File: src/rtl/lru_pkg.sv
package lru_pkg;

	// Field widths fixed by the item formats.
	localparam int PAGE_W      = 16;
	localparam int FRAME_IDX_W = 4;
	localparam int CNT_W       = 32;
	localparam int FIU_W       = 5;

	// Frame count default and reset value of the frames-in-use register.
	localparam int          MAX_FRAMES_DEF = 16;
	localparam logic [4:0]  FIU_RESET      = 5'd16;

	// Configuration port geometry: one 32-bit register per word.
	localparam int APB_DATA_W = 32;
	localparam int APB_ADDR_W = 3;
	localparam int REG_IDX_W  = 1;
	localparam logic [REG_IDX_W-1:0] REG_FRAMES_IN_USE = 1'b0;

	typedef enum logic [2:0] {
		ST_IDLE,
		ST_SCAN,
		ST_DECIDE,
		ST_TOUCH,
		ST_DONE
	} state_t;

	// Control from the sequencer to the compare unit.
	typedef struct packed {
		logic clear;
		logic chk;
		logic entry_valid;
	} scan_ctl_t;

	// Status from the compare unit back to the sequencer.
	typedef struct packed {
		logic hit_found;
		logic empty_found;
	} scan_sts_t;

endpackage

File: src/rtl/lru_in_if.sv
interface lru_in_if;
	logic                        valid;
	logic                        ready;
	logic [lru_pkg::PAGE_W-1:0]  page;

	modport source (output valid, output page, input ready);
	modport sink (input valid, input page, output ready);
endinterface

File: src/rtl/lru_out_if.sv
interface lru_out_if;
	logic                             valid;
	logic                             ready;
	logic                             hit;
	logic [lru_pkg::FRAME_IDX_W-1:0]  frame_index;
	logic                             evicted_valid;
	logic [lru_pkg::PAGE_W-1:0]       evicted_page;
	logic [lru_pkg::CNT_W-1:0]        hit_total;
	logic [lru_pkg::CNT_W-1:0]        fault_total;

	modport source (output valid, output hit, output frame_index, output evicted_valid,
		output evicted_page, output hit_total, output fault_total, input ready);
	modport sink (input valid, input hit, input frame_index, input evicted_valid,
		input evicted_page, input hit_total, input fault_total, output ready);
endinterface

File: src/rtl/lru_ram.sv
module lru_ram #(
	parameter int WIDTH = 16,
	parameter int DEPTH = 16
) (
	input  logic                     clk,
	input  logic                     we,
	input  logic [$clog2(DEPTH)-1:0] waddr,
	input  logic [WIDTH-1:0]         wdata,
	input  logic [$clog2(DEPTH)-1:0] raddr,
	output logic [WIDTH-1:0]         rdata
);

	logic [WIDTH-1:0] mem [DEPTH];

	always_ff @(posedge clk) begin
		if (we) begin
			mem[waddr] <= wdata;
		end
		rdata <= mem[raddr];
	end

endmodule

File: src/rtl/lru_scan.sv
module lru_scan #(
	parameter int IDX_W = 4
) (
	input  logic                        clk,
	input  logic                        arst_n,
	input  lru_pkg::scan_ctl_t          ctl,
	input  logic [lru_pkg::PAGE_W-1:0]  key,
	input  logic [IDX_W-1:0]            idx,
	input  logic [lru_pkg::PAGE_W-1:0]  page_rd,
	input  logic [IDX_W-1:0]            rank_rd,
	output lru_pkg::scan_sts_t          sts,
	output logic [IDX_W-1:0]            hit_idx,
	output logic [IDX_W-1:0]            hit_rank,
	output logic [IDX_W-1:0]            empty_idx,
	output logic [IDX_W-1:0]            empty_rank,
	output logic [IDX_W-1:0]            min_idx,
	output logic [IDX_W-1:0]            min_rank,
	output logic [lru_pkg::PAGE_W-1:0]  min_page
);

	// One frame is examined per cycle; the first match, the first empty
	// frame and the oldest frame are all tracked in the same pass.
	logic hit_found_q;
	logic empty_found_q;
	logic min_any_q;
	logic take_hit;
	logic take_empty;
	logic take_min;

	assign take_hit   = ctl.chk && !hit_found_q && ctl.entry_valid && (page_rd == key);
	assign take_empty = ctl.chk && !empty_found_q && !ctl.entry_valid;
	assign take_min   = ctl.chk && (!min_any_q || (rank_rd < min_rank));

	always_ff @(posedge clk or negedge arst_n) begin
		if (!arst_n) begin
			hit_found_q   <= 1'b0;
			empty_found_q <= 1'b0;
			min_any_q     <= 1'b0;
		end else if (ctl.clear) begin
			hit_found_q   <= 1'b0;
			empty_found_q <= 1'b0;
			min_any_q     <= 1'b0;
		end else begin
			if (take_hit) begin
				hit_found_q <= 1'b1;
			end
			if (take_empty) begin
				empty_found_q <= 1'b1;
			end
			if (take_min) begin
				min_any_q <= 1'b1;
			end
		end
	end

	always_ff @(posedge clk) begin
		if (take_hit) begin
			hit_idx  <= idx;
			hit_rank <= rank_rd;
		end
		if (take_empty) begin
			empty_idx  <= idx;
			empty_rank <= rank_rd;
		end
		if (take_min) begin
			min_idx  <= idx;
			min_rank <= rank_rd;
			min_page <= page_rd;
		end
	end

	assign sts.hit_found   = hit_found_q;
	assign sts.empty_found = empty_found_q;

endmodule

File: src/rtl/lru_page_replacement.sv
// LRU page replacement engine.
// Each item on page_in carries one referenced page number. Each accepted item
// produces exactly one item on result_out: hit or fault, the frame now holding
// the page, the evicted page (if a filled frame was replaced) and saturating
// hit and fault totals that include this reference.
// Both channels use valid/ready; an item moves on a clock edge where both are
// high. The APB port holds frames_in_use at byte address 0; write it only while
// the engine is idle.
// Operation: with n frames in use, the compare unit walks frames 0..n-1 one per
// cycle through the page and rank memories, the DECIDE state picks the
// frame, then the same memory read port sweeps all MaxFrames ranks to age them,
// and the DONE state loads the output register once it is free. page_in.ready
// is high only when idle, so a new item is taken only after the result of the
// last one is loaded.
// The output register holds a finished result while the receiver stalls; the
// next item is still accepted, and its result waits until the register frees.
// Reset empties every frame, sets the ranks to frame order (frame 0 oldest),
// clears both totals and sets frames_in_use to 16. Ranks are tracked with a
// per-frame written bit, so no clearing pass is needed after reset.
module lru_page_replacement #(
	parameter int MaxFrames = lru_pkg::MAX_FRAMES_DEF
) (
	input  logic                            clk,
	input  logic                            arst_n,
	lru_in_if.sink                          page_in,
	lru_out_if.source                       result_out,
	input  logic                            psel,
	input  logic                            penable,
	input  logic                            pwrite,
	input  logic [lru_pkg::APB_ADDR_W-1:0]  paddr,
	input  logic [lru_pkg::APB_DATA_W-1:0]  pwdata,
	output logic [lru_pkg::APB_DATA_W-1:0]  prdata,
	output logic                            pready
);

	localparam int IW = $clog2(MaxFrames);
	localparam int CW = IW + 1;

	lru_pkg::state_t state_q;
	lru_pkg::state_t state_d;

	// Configuration register.
	logic [lru_pkg::FIU_W-1:0] fiu_q;
	logic                      reg_sel;

	assign pready  = 1'b1;
	assign reg_sel = (paddr[lru_pkg::APB_ADDR_W-1:2] == lru_pkg::REG_FRAMES_IN_USE);

	always_ff @(posedge clk or negedge arst_n) begin
		if (!arst_n) begin
			fiu_q <= lru_pkg::FIU_RESET;
		end else if (psel && penable && pwrite && reg_sel) begin
			fiu_q <= pwdata[lru_pkg::FIU_W-1:0];
		end
	end

	always_comb begin
		prdata = '0;
		if (reg_sel) begin
			prdata = lru_pkg::APB_DATA_W'(fiu_q);
		end
	end

	// A count of zero behaves as one frame; counts beyond the frame array clamp.
	logic [CW-1:0] n_clamp;

	always_comb begin
		if (fiu_q == '0) begin
			n_clamp = CW'(1);
		end else if (32'(fiu_q) > 32'(MaxFrames)) begin
			n_clamp = CW'(MaxFrames);
		end else begin
			n_clamp = CW'(fiu_q);
		end
	end

	// Sequencer and sweep registers.
	logic [CW-1:0]              n_q;
	logic [lru_pkg::PAGE_W-1:0] key_q;
	logic [CW-1:0]              rd_q;
	logic                       chk_s1;
	logic [IW-1:0]              idx_s1;
	logic [MaxFrames-1:0]       frame_valid_q;
	logic [MaxFrames-1:0]       rank_init_q;

	logic [IW-1:0]              sel_q;
	logic [IW-1:0]              sel_rank_q;
	logic                       hit_q;
	logic                       ev_valid_q;
	logic [lru_pkg::PAGE_W-1:0] ev_page_q;
	logic [lru_pkg::CNT_W-1:0]  hit_cnt_q;
	logic [lru_pkg::CNT_W-1:0]  fault_cnt_q;

	logic                       out_valid_q;
	logic                       accept;
	logic                       sweeping;
	logic [CW-1:0]              limit;
	logic                       issue;
	logic                       out_free;

	assign accept   = page_in.valid && page_in.ready;
	assign sweeping = (state_q == lru_pkg::ST_SCAN) || (state_q == lru_pkg::ST_TOUCH);
	assign limit    = (state_q == lru_pkg::ST_SCAN) ? n_q : CW'(MaxFrames);
	assign issue    = sweeping && (rd_q < limit);
	assign out_free = !out_valid_q || result_out.ready;

	assign page_in.ready = (state_q == lru_pkg::ST_IDLE);

	// Page and rank memories share the sweep address.
	logic [lru_pkg::PAGE_W-1:0] page_rd;
	logic [IW-1:0]              rank_ram;
	logic [IW-1:0]              rank_rd;
	logic                       page_we;
	logic                       rank_we;
	logic [IW-1:0]              rank_wdata;

	// A rank never written since reset still holds its frame index.
	assign rank_rd = rank_init_q[idx_s1] ? rank_ram : idx_s1;

	// Compare unit.
	lru_pkg::scan_ctl_t         scan_ctl;
	lru_pkg::scan_sts_t         scan_sts;
	logic [IW-1:0]              hit_idx;
	logic [IW-1:0]              hit_rank;
	logic [IW-1:0]              empty_idx;
	logic [IW-1:0]              empty_rank;
	logic [IW-1:0]              min_idx;
	logic [IW-1:0]              min_rank;
	logic [lru_pkg::PAGE_W-1:0] min_page;

	assign scan_ctl.clear       = accept;
	assign scan_ctl.chk         = chk_s1 && (state_q == lru_pkg::ST_SCAN);
	assign scan_ctl.entry_valid = frame_valid_q[idx_s1];

	lru_scan #(
		.IDX_W (IW)
	) u_scan (
		.clk        (clk),
		.arst_n     (arst_n),
		.ctl        (scan_ctl),
		.key        (key_q),
		.idx        (idx_s1),
		.page_rd    (page_rd),
		.rank_rd    (rank_rd),
		.sts        (scan_sts),
		.hit_idx    (hit_idx),
		.hit_rank   (hit_rank),
		.empty_idx  (empty_idx),
		.empty_rank (empty_rank),
		.min_idx    (min_idx),
		.min_rank   (min_rank),
		.min_page   (min_page)
	);

	// Frame choice: the hit frame, else the lowest empty frame, else the oldest.
	logic [IW-1:0] sel_d;
	logic [IW-1:0] sel_rank_d;

	always_comb begin
		if (scan_sts.hit_found) begin
			sel_d      = hit_idx;
			sel_rank_d = hit_rank;
		end else if (scan_sts.empty_found) begin
			sel_d      = empty_idx;
			sel_rank_d = empty_rank;
		end else begin
			sel_d      = min_idx;
			sel_rank_d = min_rank;
		end
	end

	assign page_we = (state_q == lru_pkg::ST_DECIDE) && !scan_sts.hit_found;

	// Aging: the touched frame becomes newest, newer frames move down by one.
	always_comb begin
		if (idx_s1 == sel_q) begin
			rank_wdata = IW'(MaxFrames - 1);
		end else if (rank_rd > sel_rank_q) begin
			rank_wdata = rank_rd - IW'(1);
		end else begin
			rank_wdata = rank_rd;
		end
	end

	assign rank_we = (state_q == lru_pkg::ST_TOUCH) && chk_s1;

	lru_ram #(
		.WIDTH (lru_pkg::PAGE_W),
		.DEPTH (MaxFrames)
	) u_page_ram (
		.clk   (clk),
		.we    (page_we),
		.waddr (sel_d),
		.wdata (key_q),
		.raddr (rd_q[IW-1:0]),
		.rdata (page_rd)
	);

	lru_ram #(
		.WIDTH (IW),
		.DEPTH (MaxFrames)
	) u_rank_ram (
		.clk   (clk),
		.we    (rank_we),
		.waddr (idx_s1),
		.wdata (rank_wdata),
		.raddr (rd_q[IW-1:0]),
		.rdata (rank_ram)
	);

	// State register.
	always_ff @(posedge clk or negedge arst_n) begin
		if (!arst_n) begin
			state_q <= lru_pkg::ST_IDLE;
		end else begin
			state_q <= state_d;
		end
	end

	// Each sweep ends once the last address has been issued; its final
	// compare or write-back lands on that same edge.
	always_comb begin
		state_d = state_q;
		case (state_q)
			lru_pkg::ST_IDLE: begin
				if (accept) begin
					state_d = lru_pkg::ST_SCAN;
				end
			end
			lru_pkg::ST_SCAN: begin
				if (!issue) begin
					state_d = lru_pkg::ST_DECIDE;
				end
			end
			lru_pkg::ST_DECIDE: begin
				state_d = lru_pkg::ST_TOUCH;
			end
			lru_pkg::ST_TOUCH: begin
				if (!issue) begin
					state_d = lru_pkg::ST_DONE;
				end
			end
			lru_pkg::ST_DONE: begin
				if (out_free) begin
					state_d = lru_pkg::ST_IDLE;
				end
			end
			default: begin
				state_d = lru_pkg::ST_IDLE;
			end
		endcase
	end

	// Control state.
	always_ff @(posedge clk or negedge arst_n) begin
		if (!arst_n) begin
			rd_q          <= '0;
			chk_s1        <= 1'b0;
			frame_valid_q <= '0;
			rank_init_q   <= '0;
			hit_cnt_q     <= '0;
			fault_cnt_q   <= '0;
			out_valid_q   <= 1'b0;
		end else begin
			chk_s1 <= issue;
			if (accept || (state_q == lru_pkg::ST_DECIDE)) begin
				rd_q <= '0;
			end else if (issue) begin
				rd_q <= rd_q + CW'(1);
			end
			if (state_q == lru_pkg::ST_DECIDE) begin
				if (scan_sts.hit_found) begin
					if (hit_cnt_q != '1) begin
						hit_cnt_q <= hit_cnt_q + lru_pkg::CNT_W'(1);
					end
				end else begin
					frame_valid_q[sel_d] <= 1'b1;
					if (fault_cnt_q != '1) begin
						fault_cnt_q <= fault_cnt_q + lru_pkg::CNT_W'(1);
					end
				end
			end
			if (rank_we) begin
				rank_init_q[idx_s1] <= 1'b1;
			end
			if ((state_q == lru_pkg::ST_DONE) && out_free) begin
				out_valid_q <= 1'b1;
			end else if (result_out.ready) begin
				out_valid_q <= 1'b0;
			end
		end
	end

	// Payload registers.
	logic                                hit_out_q;
	logic [lru_pkg::FRAME_IDX_W-1:0]     frame_out_q;
	logic                                ev_valid_out_q;
	logic [lru_pkg::PAGE_W-1:0]          ev_page_out_q;
	logic [lru_pkg::CNT_W-1:0]           hit_tot_out_q;
	logic [lru_pkg::CNT_W-1:0]           fault_tot_out_q;

	always_ff @(posedge clk) begin
		idx_s1 <= rd_q[IW-1:0];
		if (accept) begin
			n_q   <= n_clamp;
			key_q <= page_in.page;
		end
		if (state_q == lru_pkg::ST_DECIDE) begin
			sel_q      <= sel_d;
			sel_rank_q <= sel_rank_d;
			hit_q      <= scan_sts.hit_found;
			ev_valid_q <= !scan_sts.hit_found && !scan_sts.empty_found;
			if (!scan_sts.hit_found && !scan_sts.empty_found) begin
				ev_page_q <= min_page;
			end else begin
				ev_page_q <= '0;
			end
		end
		if ((state_q == lru_pkg::ST_DONE) && out_free) begin
			hit_out_q       <= hit_q;
			frame_out_q     <= lru_pkg::FRAME_IDX_W'(sel_q);
			ev_valid_out_q  <= ev_valid_q;
			ev_page_out_q   <= ev_page_q;
			hit_tot_out_q   <= hit_cnt_q;
			fault_tot_out_q <= fault_cnt_q;
		end
	end

	assign result_out.valid         = out_valid_q;
	assign result_out.hit           = hit_out_q;
	assign result_out.frame_index   = frame_out_q;
	assign result_out.evicted_valid = ev_valid_out_q;
	assign result_out.evicted_page  = ev_page_out_q;
	assign result_out.hit_total     = hit_tot_out_q;
	assign result_out.fault_total   = fault_tot_out_q;

endmodule
File: src/flat_wrapper.sv
// flat-port wrapper written by rule: the top's interface ports become plain ports
module lru_page_replacement_flat 
#(
	parameter int MaxFrames = lru_pkg::MAX_FRAMES_DEF
)
  (clk, arst_n, psel, penable, pwrite, paddr, pwdata, prdata, pready, page_in_valid, page_in_page, page_in_ready, result_out_valid, result_out_hit, result_out_frame_index, result_out_evicted_valid, result_out_evicted_page, result_out_hit_total, result_out_fault_total, result_out_ready);
  lru_in_if page_in_i ();
  lru_out_if result_out_i ();
  input  logic clk;
  input  logic arst_n;
  input  logic psel;
  input  logic penable;
  input  logic pwrite;
  input  logic [lru_pkg::APB_ADDR_W-1:0] paddr;
  input  logic [lru_pkg::APB_DATA_W-1:0] pwdata;
  output logic [lru_pkg::APB_DATA_W-1:0] prdata;
  output logic pready;
  input wire logic [$bits(page_in_i.valid)-1:0] page_in_valid;
  input wire logic [$bits(page_in_i.page)-1:0] page_in_page;
  output wire logic [$bits(page_in_i.ready)-1:0] page_in_ready;
  output wire logic [$bits(result_out_i.valid)-1:0] result_out_valid;
  output wire logic [$bits(result_out_i.hit)-1:0] result_out_hit;
  output wire logic [$bits(result_out_i.frame_index)-1:0] result_out_frame_index;
  output wire logic [$bits(result_out_i.evicted_valid)-1:0] result_out_evicted_valid;
  output wire logic [$bits(result_out_i.evicted_page)-1:0] result_out_evicted_page;
  output wire logic [$bits(result_out_i.hit_total)-1:0] result_out_hit_total;
  output wire logic [$bits(result_out_i.fault_total)-1:0] result_out_fault_total;
  input wire logic [$bits(result_out_i.ready)-1:0] result_out_ready;
  assign page_in_i.valid = page_in_valid;
  assign page_in_i.page = page_in_page;
  assign page_in_ready = page_in_i.ready;
  assign result_out_valid = result_out_i.valid;
  assign result_out_hit = result_out_i.hit;
  assign result_out_frame_index = result_out_i.frame_index;
  assign result_out_evicted_valid = result_out_i.evicted_valid;
  assign result_out_evicted_page = result_out_i.evicted_page;
  assign result_out_hit_total = result_out_i.hit_total;
  assign result_out_fault_total = result_out_i.fault_total;
  assign result_out_i.ready = result_out_ready;
  lru_page_replacement #(.MaxFrames(MaxFrames)) u_core (.clk(clk), .arst_n(arst_n), .page_in(page_in_i), .result_out(result_out_i), .psel(psel), .penable(penable), .pwrite(pwrite), .paddr(paddr), .pwdata(pwdata), .prdata(prdata), .pready(pready));
endmodule
File: config.mk
export PLATFORM = sky130hd
export DESIGN_NAME = lru_page_replacement_flat
export DESIGN_NICKNAME = d
export VERILOG_FILES = /design/src/rtl/lru_pkg.sv /design/src/rtl/lru_in_if.sv /design/src/rtl/lru_out_if.sv /design/src/rtl/lru_ram.sv /design/src/rtl/lru_scan.sv /design/src/rtl/lru_page_replacement.sv /design/src/flat_wrapper.sv
export SDC_FILE = /design/constraint.sdc
export NUM_CORES = 1
export LEC_CHECK = 0
export BUFFER_PORTS_ARGS = -buffer_cell sky130_fd_sc_hd__buf_2
export CAP_MARGIN = 20
export CELL_PAD_IN_SITES_DETAIL_PLACEMENT = 1
export CELL_PAD_IN_SITES_GLOBAL_PLACEMENT = 1
export CORE_AREA = 5 5 272 274
export CTS_CLUSTER_DIAMETER = 60
export DETAILED_ROUTE_END_ITERATION = 16
export DIE_AREA = 0 0 277 279
export PLACE_DENSITY_LB_ADDON = 0.1
export SLEW_MARGIN = 40
export SYNTH_ARGS = -nofsm -noshare
export SYNTH_HDL_FRONTEND = slang
export SYNTH_HIERARCHICAL = 1
export SYNTH_SLANG_ARGS = --single-unit
File: constraint.sdc
create_clock -name clk -period 5.1 [get_ports clk]
set_input_delay 0 -clock clk [delete_from_list [all_inputs] [get_ports clk]]
set_output_delay 0 -clock clk [all_outputs]
set_load 0.01 [all_outputs]
Word-level counts from Yosys, hierarchy flattened
Memory sizes are Yosys's and may differ from the RTL's. A register that Yosys moved wholly into a read port is not among the register bits.
Cells that the tools add are included.

operators by class
  add/subtract/negate cells = 4
  order comparisons = 8
  equal/unequal tests = 12
  muxes and demuxes = 37
  bitwise operators = 4
  reductions and logical operators = 39

operator list
  kind                     number
  $add A32 B1 Y32 const B  2
  $ne A32 B32 Y1 const B   2
  $or A16 B16 Y16          2
  $mux W4                  7
  $mux W5                  5
  $logic_and A1 B1 Y1      18
  $eq A16 B16 Y1           1
  $mux W1                  16
  $pmux W3 S5              1
  $mux W3                  4
  $lt A4 B5 Y1 const B     2
  $reduce_bool A2 Y1       5
  $bmux W1 S4              2
  $demux W1 S4             2
  $ge A4 B1 Y1 const B     2
  $eq A3 B2 Y1 const B     2
  $ne A2 B2 Y1 const B     3
  $reduce_and A3 Y1        2
  $add A5 B1 Y5 const B    1
  $gt A5 B5 Y1 const B     1
  $logic_not A1 Y1         5
  $logic_not A5 Y1         1
  $lt A5 B5 Y1             1
  $eq A4 B4 Y1             1
  other kinds (12)         16

storage, ports and cells
  register bits after elaboration = 291
  bits in writable memories = 320
  input bits = 58
  logic and storage cells = 140
  memories = 2

memory list
  memory                 depth  bits a word  rd ports  clocked after memory_dff  wr ports  RTL line       text
  u_core.u_page_ram.mem  16     16           1         1                         1         lru_ram.sv:13  logic [WIDTH-1:0] mem [DEPTH];
  u_core.u_rank_ram.mem  16     4            1         1                         1         lru_ram.sv:13

Depth between registers and ports, before layout
  depth after elaboration = 8
  mapped depth = 14
  mapped depth without buffers = 12

By module
The synthesis kept the hierarchy.

by module, submodules not included
  module                       times used  cells an instance  area an instance (µm²)
  lru_page_replacement         1           742                10,339.9
  lru_ram (u_core.u_page_ram)  1           432                10,042.1
  lru_ram (u_core.u_rank_ram)  1           130                2,666.3
  lru_scan                     1           88                 1,600.3

Least setup slack after synthesis
OpenSTA, ideal clock, no wires.

  kind = register to register
  from = reg u_core.state_q[0]
  to = mem u_core.u_page_ram.mem[0][0], enable pin
  setup time = 409 ps
  data arrival time = 3,707 ps
  path slack = 984 ps
  cell stages (with the launch flop) = 7
  path buffers = 1
  clock period less this slack = 4,116 ps
  path through = dfrtp_1 > buf_6 > nor3b_2 > nand2b_1 > inv_2 > or3b_2 > nor3_1

between the ends
  word-level cells in the longest chain between the ends = 4

RTL lines
  element                        RTL line                     text
  start: declaration             lru_page_replacement.sv:39   lru_pkg::state_t state_q;
  start signal: assignment       lru_page_replacement.sv:214  state_q <= lru_pkg::ST_IDLE;
  start signal: assignment       lru_page_replacement.sv:216  state_q <= state_d;
  $eq A3 B2 Y1                   lru_page_replacement.sv:172  assign page_we = (state_q == lru_pkg::ST_DECIDE) && !scan_sts.hit_found;
  $logic_and A1 B1 Y1            lru_page_replacement.sv:172
  named net u_core.page_we       lru_page_replacement.sv:113  logic page_we;
  $mux W1                        lru_ram.sv:16                if (we) begin
  $mux W1 (not written as such)  lru_ram.sv:17                mem[waddr] <= wdata;
  end: declaration               lru_ram.sv:13

The timed path passes the listed nets, and every way through them passes these cells.

Worst setup path after layout
  from = reg u_core.idx_s1[0]
  to = mem u_core/u_rank_ram/mem[0][1] (netlist name) (data pin)

between the ends
  word-level cells in the longest chain between the ends = 6

RTL lines
  element                         RTL line                     text
  start: declaration              lru_page_replacement.sv:82   logic [IW-1:0] idx_s1;
  start signal: assignment        lru_page_replacement.sv:303  idx_s1 <= rd_q[IW-1:0];
  $bmux W1 S4                     lru_page_replacement.sv:118  assign rank_rd = rank_init_q[idx_s1] ? rank_ram : idx_s1;
  $mux W1 (not written as such)   lru_page_replacement.sv:118
  $mux W4                         lru_page_replacement.sv:118
  named net u_core.rank_rd[3]     lru_page_replacement.sv:112  logic [IW-1:0] rank_rd;
  $gt A4 B4 Y1                    lru_page_replacement.sv:178  end else if (rank_rd > sel_rank_q) begin
  $mux W4                         lru_page_replacement.sv:178
  $mux W4                         lru_page_replacement.sv:176  if (idx_s1 == sel_q) begin
  named net u_core.rank_wdata[1]  lru_page_replacement.sv:115  logic [IW-1:0] rank_wdata;
  end: declaration                lru_ram.sv:13

The timed path passes the listed nets, and every way through them passes these cells. The select of a mux whose other input is x is not followed.

==> impl_metrics.json <==
{
  "clk_pin_slew_ps": 60,
  "post-place-ws_ps": 902,
  "synth-async-reset-ratio_pct": 18.1,
  "slew_headroom_pct": 45.6,
  "critical_path_class": "register to register",
  "worstPathRequired_ps": 5420,
  "fp.dieH_um": 279,
  "grt_pass1_vias": 13800,
  "yosys.area.top_type": "edfxtp_1",
  "ys_ff_latch": 631,
  "gp_congestion": 0.738,
  "clockBufferDepth": 3,
  "placed_area_sq_um": 26400,
  "area_growth_pct": 17.9,
  "yosys-top-cells-count": "edfxtp_1 (493), dfrtp_1 (113), nand2_1 (79)",
  "start_kind": "register",
  "netlist-cell-type-count": 68,
  "clock_skew_ps": 16.2,
  "worstHoldEndpoint": "u_core/key_q[5]",
  "io_pins": 179,
  "synth.most_common_cell": "edfxtp_1",
  "hold_start": "page_in_page[5]",
  "post_synth.cell_area_avg_sq_um": 17.7,
  "p_leak_nw": 10.7,
  "worst_slew_pin_slew_ps": 815,
  "hold_viol_final": 0,
  "initial_utilization_pct": 34.7,
  "antenna_left": 0,
  "fin_nets": 1683,
  "synth_top_area_share_pct": 60.1,
  "crit_fanout": 23,
  "numCtsBuffers": 74,
  "dp_cells": 2453,
  "syn_inst": 1392,
  "drive_gt1_share_pct": 23.4,
  "cap_violations": 0,
  "drt-met1-wl_um": 27000,
  "routed_via_density": 4.86,
  "post-route-period-util_pct": 80.9,
  "drt_pass1_iterations": 4,
  "fin_setup_tns_ps": 0,
  "hpwl_um": 35800,
  "grt_overflow": 0,
  "htree_levels": 3,
  "worstPathArrival_ps": 4440,
  "hp-class": "input pin to register",
  "ys_top_cells_by_area": "edfxtp_1 (60%), dfrtp_1 (11%), mux4_2 (5.9%)",
  "rr_startpoint": "u_core/idx_s1[0]",
  "end_kind": "register",
  "final_util_pct": 40.9,
  "core-area_sq_um": 71100,
  "diodes": 0,
  "outcome": "completed",
  "clock_latency_ps": 600,
  "ys_warn_count": 6,
  "fin_area_sq_um": 29100,
  "dieArea_sq_um": 77300,
  "met2WireLength_um": 26400,
  "reg2reg_depth": 10,
  "holdPathStages": 2,
  "drt_iter0_markers": 645,
  "drc": 0,
  "grt_max_degree": 65,
  "final.min_clock_period_ps": 4130,
  "rows": 98,
  "yosysSeqAreaShare_pct": 73.6,
  "rr_endpoint": "u_core/u_rank_ram/mem[0][1]",
  "cts_tree": "built",
  "wl_met3_um": 2330,
  "wl_um": 56800,
  "fillers": 7032,
  "die_x_um": 277,
  "rrSetupSlack_ps": 970,
  "portBuffers": 121,
  "cts_root_buffer": "clkbuf_16",
  "maxSlewViolCount": 0,
  "max_freq_ghz": 0.242,
  "finalNonFillerCells": 2618,
  "setup_slack_ps": 972,
  "antenna_found_initial": 1,
  "highest_layer": "met4",
  "grtUsageTotal_pct": 14.7,
  "wire_per_inst_um": 21.7,
  "vdd_ir_drop_max_uv": 361,
  "grt_pass1_wl_um": 87600,
  "vias": 12700,
  "setup_viol": 0,
  "netlist_area_sq_um": 24600,
  "synth-edff-count": 493,
  "rsz0062_at_grt": "false",
  "power.density_nw_per_um2": 561,
  "ctsResizeCount": 0,
  "synth_flop_cell": "edfxtp_1",
  "cts.sinks": 631
}
-- stage by stage --
step                total power (W)  hold slack, ps
CTS                          0.0166            11.8
global placement             0.0114             101
finish                       0.0163             110
floorplan                    0.0101            -296
global route                 0.0172            85.5
detailed placement           0.0115             113
-- area by class of cell --
cell class,instances,area [sq um],share of cell area (%)
repair buffers,187,1200,4.12
well taps,950,1190,4.09
clock buffers,103,2070,7.13
multi-input cells,692,6120,21.0
inverters,23,86.3,0.297
clock inverters,32,253,0.870
flip-flops and latches,631,18100,62.4
-- sequential cells by signal (all words and copies together), names as in the netlist, 5 cells and up --
name and cells:
u_core/ev_page_q 16, u_core/u_scan/min_page 16, u_core/result_out.hit_total 32, u_core/fiu_q 5, u_core/key_q 16, u_core/hit_cnt_q 32, u_core/frame_valid_q 16, u_core/u_page_ram/rdata 16
u_core/u_page_ram/mem 256, u_core/result_out.evicted_page 16, u_core/rd_q 5, u_core/u_rank_ram/mem 64, u_core/result_out.fault_total 32, u_core/rank_init_q 16, u_core/n_q 5, u_core/fault_cnt_q 32
-- layout by cell type (no fill, tap or decap), types with 24 or more instances in the layout --
cell type	n
nand2_1	79
a22oi_1	36
xor2_1	34
dfrtp_1	111
nor2_1	50
buf_2	120
xnor2_1	51
clkbuf_16	75
dlygate4sd3_1	30
mux4_1	24
nand3_1	37
buf_4	34
mux4_2	65
conb_1	28
edfxtp_1	493
-- per-layer routing --
| layer | vias up | GRT usage, % |
|---|---|---|
| li1 | 5788 | - |
| met1 | 6622 | 20.8 |
| met2 | 249 | 23.6 |
| met3 | 69 | 2.55 |
| met4 | 0 | 4.17 |
| met5 | - | 0 |
-- worst max-delay path by stage --
stage	end	slack, ps	cells past startpoint	start
after floorplan	u_core/u_page_ram/mem[0][0]	980	6	u_core/state_q[0]
after global placement	u_core/u_rank_ram/mem[6][1]	710	10	u_core/idx_s1[0]
after detailed placement	u_core/u_rank_ram/mem[7][1]	900	10	u_core/idx_s1[3]
after CTS	u_core/u_rank_ram/mem[2][1]	880	10	u_core/idx_s1[3]
after global routing	u_core/u_rank_ram/mem[7][1]	740	12	u_core/idx_s1[0]
final	u_core/u_rank_ram/mem[0][1]	970	10	u_core/idx_s1[0]
-- kinds of logic (layout without fill, tap and decap cells) --
logic type	Yosys count	count (layout)	share of synthesized area (%)
AO/OA/AOI/OAI	119	119	3.61
multiplexers	121	121	9.85
other	2	28	0.0305
buffers and inverters	95	345	2.35
AND/OR/NAND/NOR	323	323	6.75
adder cells (fa/ha/maj)	16	16	0.812
flip-flops	631	631	73.6
XOR/XNOR	85	85	3.02
-- what timing repair did --
action | CTS | global route
endpoints found under the hold margin | 77 | 28
hold buffers | 29 | 1
setup buffers | 0 | 0
-- critical path, stage by stage, from the launching register on --
cell       delay [ps]
dfxtp_2           660
mux4_2            620
mux2i_1           140
mux2_2            200
mux2_2            410
ha_1              340
nand2_1           100
or2_2             290
o2111ai_2         320
mux2_2            380
nand2_1           390
-- where the power goes --
group / switching, W / leakage, nW / internal (W)
clock network: 0.00208 / 1.13 / 0.00292
logic: 0.00229 / 3.29 / 0.00162
registers: 0.000632 / 6.24 / 0.00677
Power figures use the tool's default switching activity.
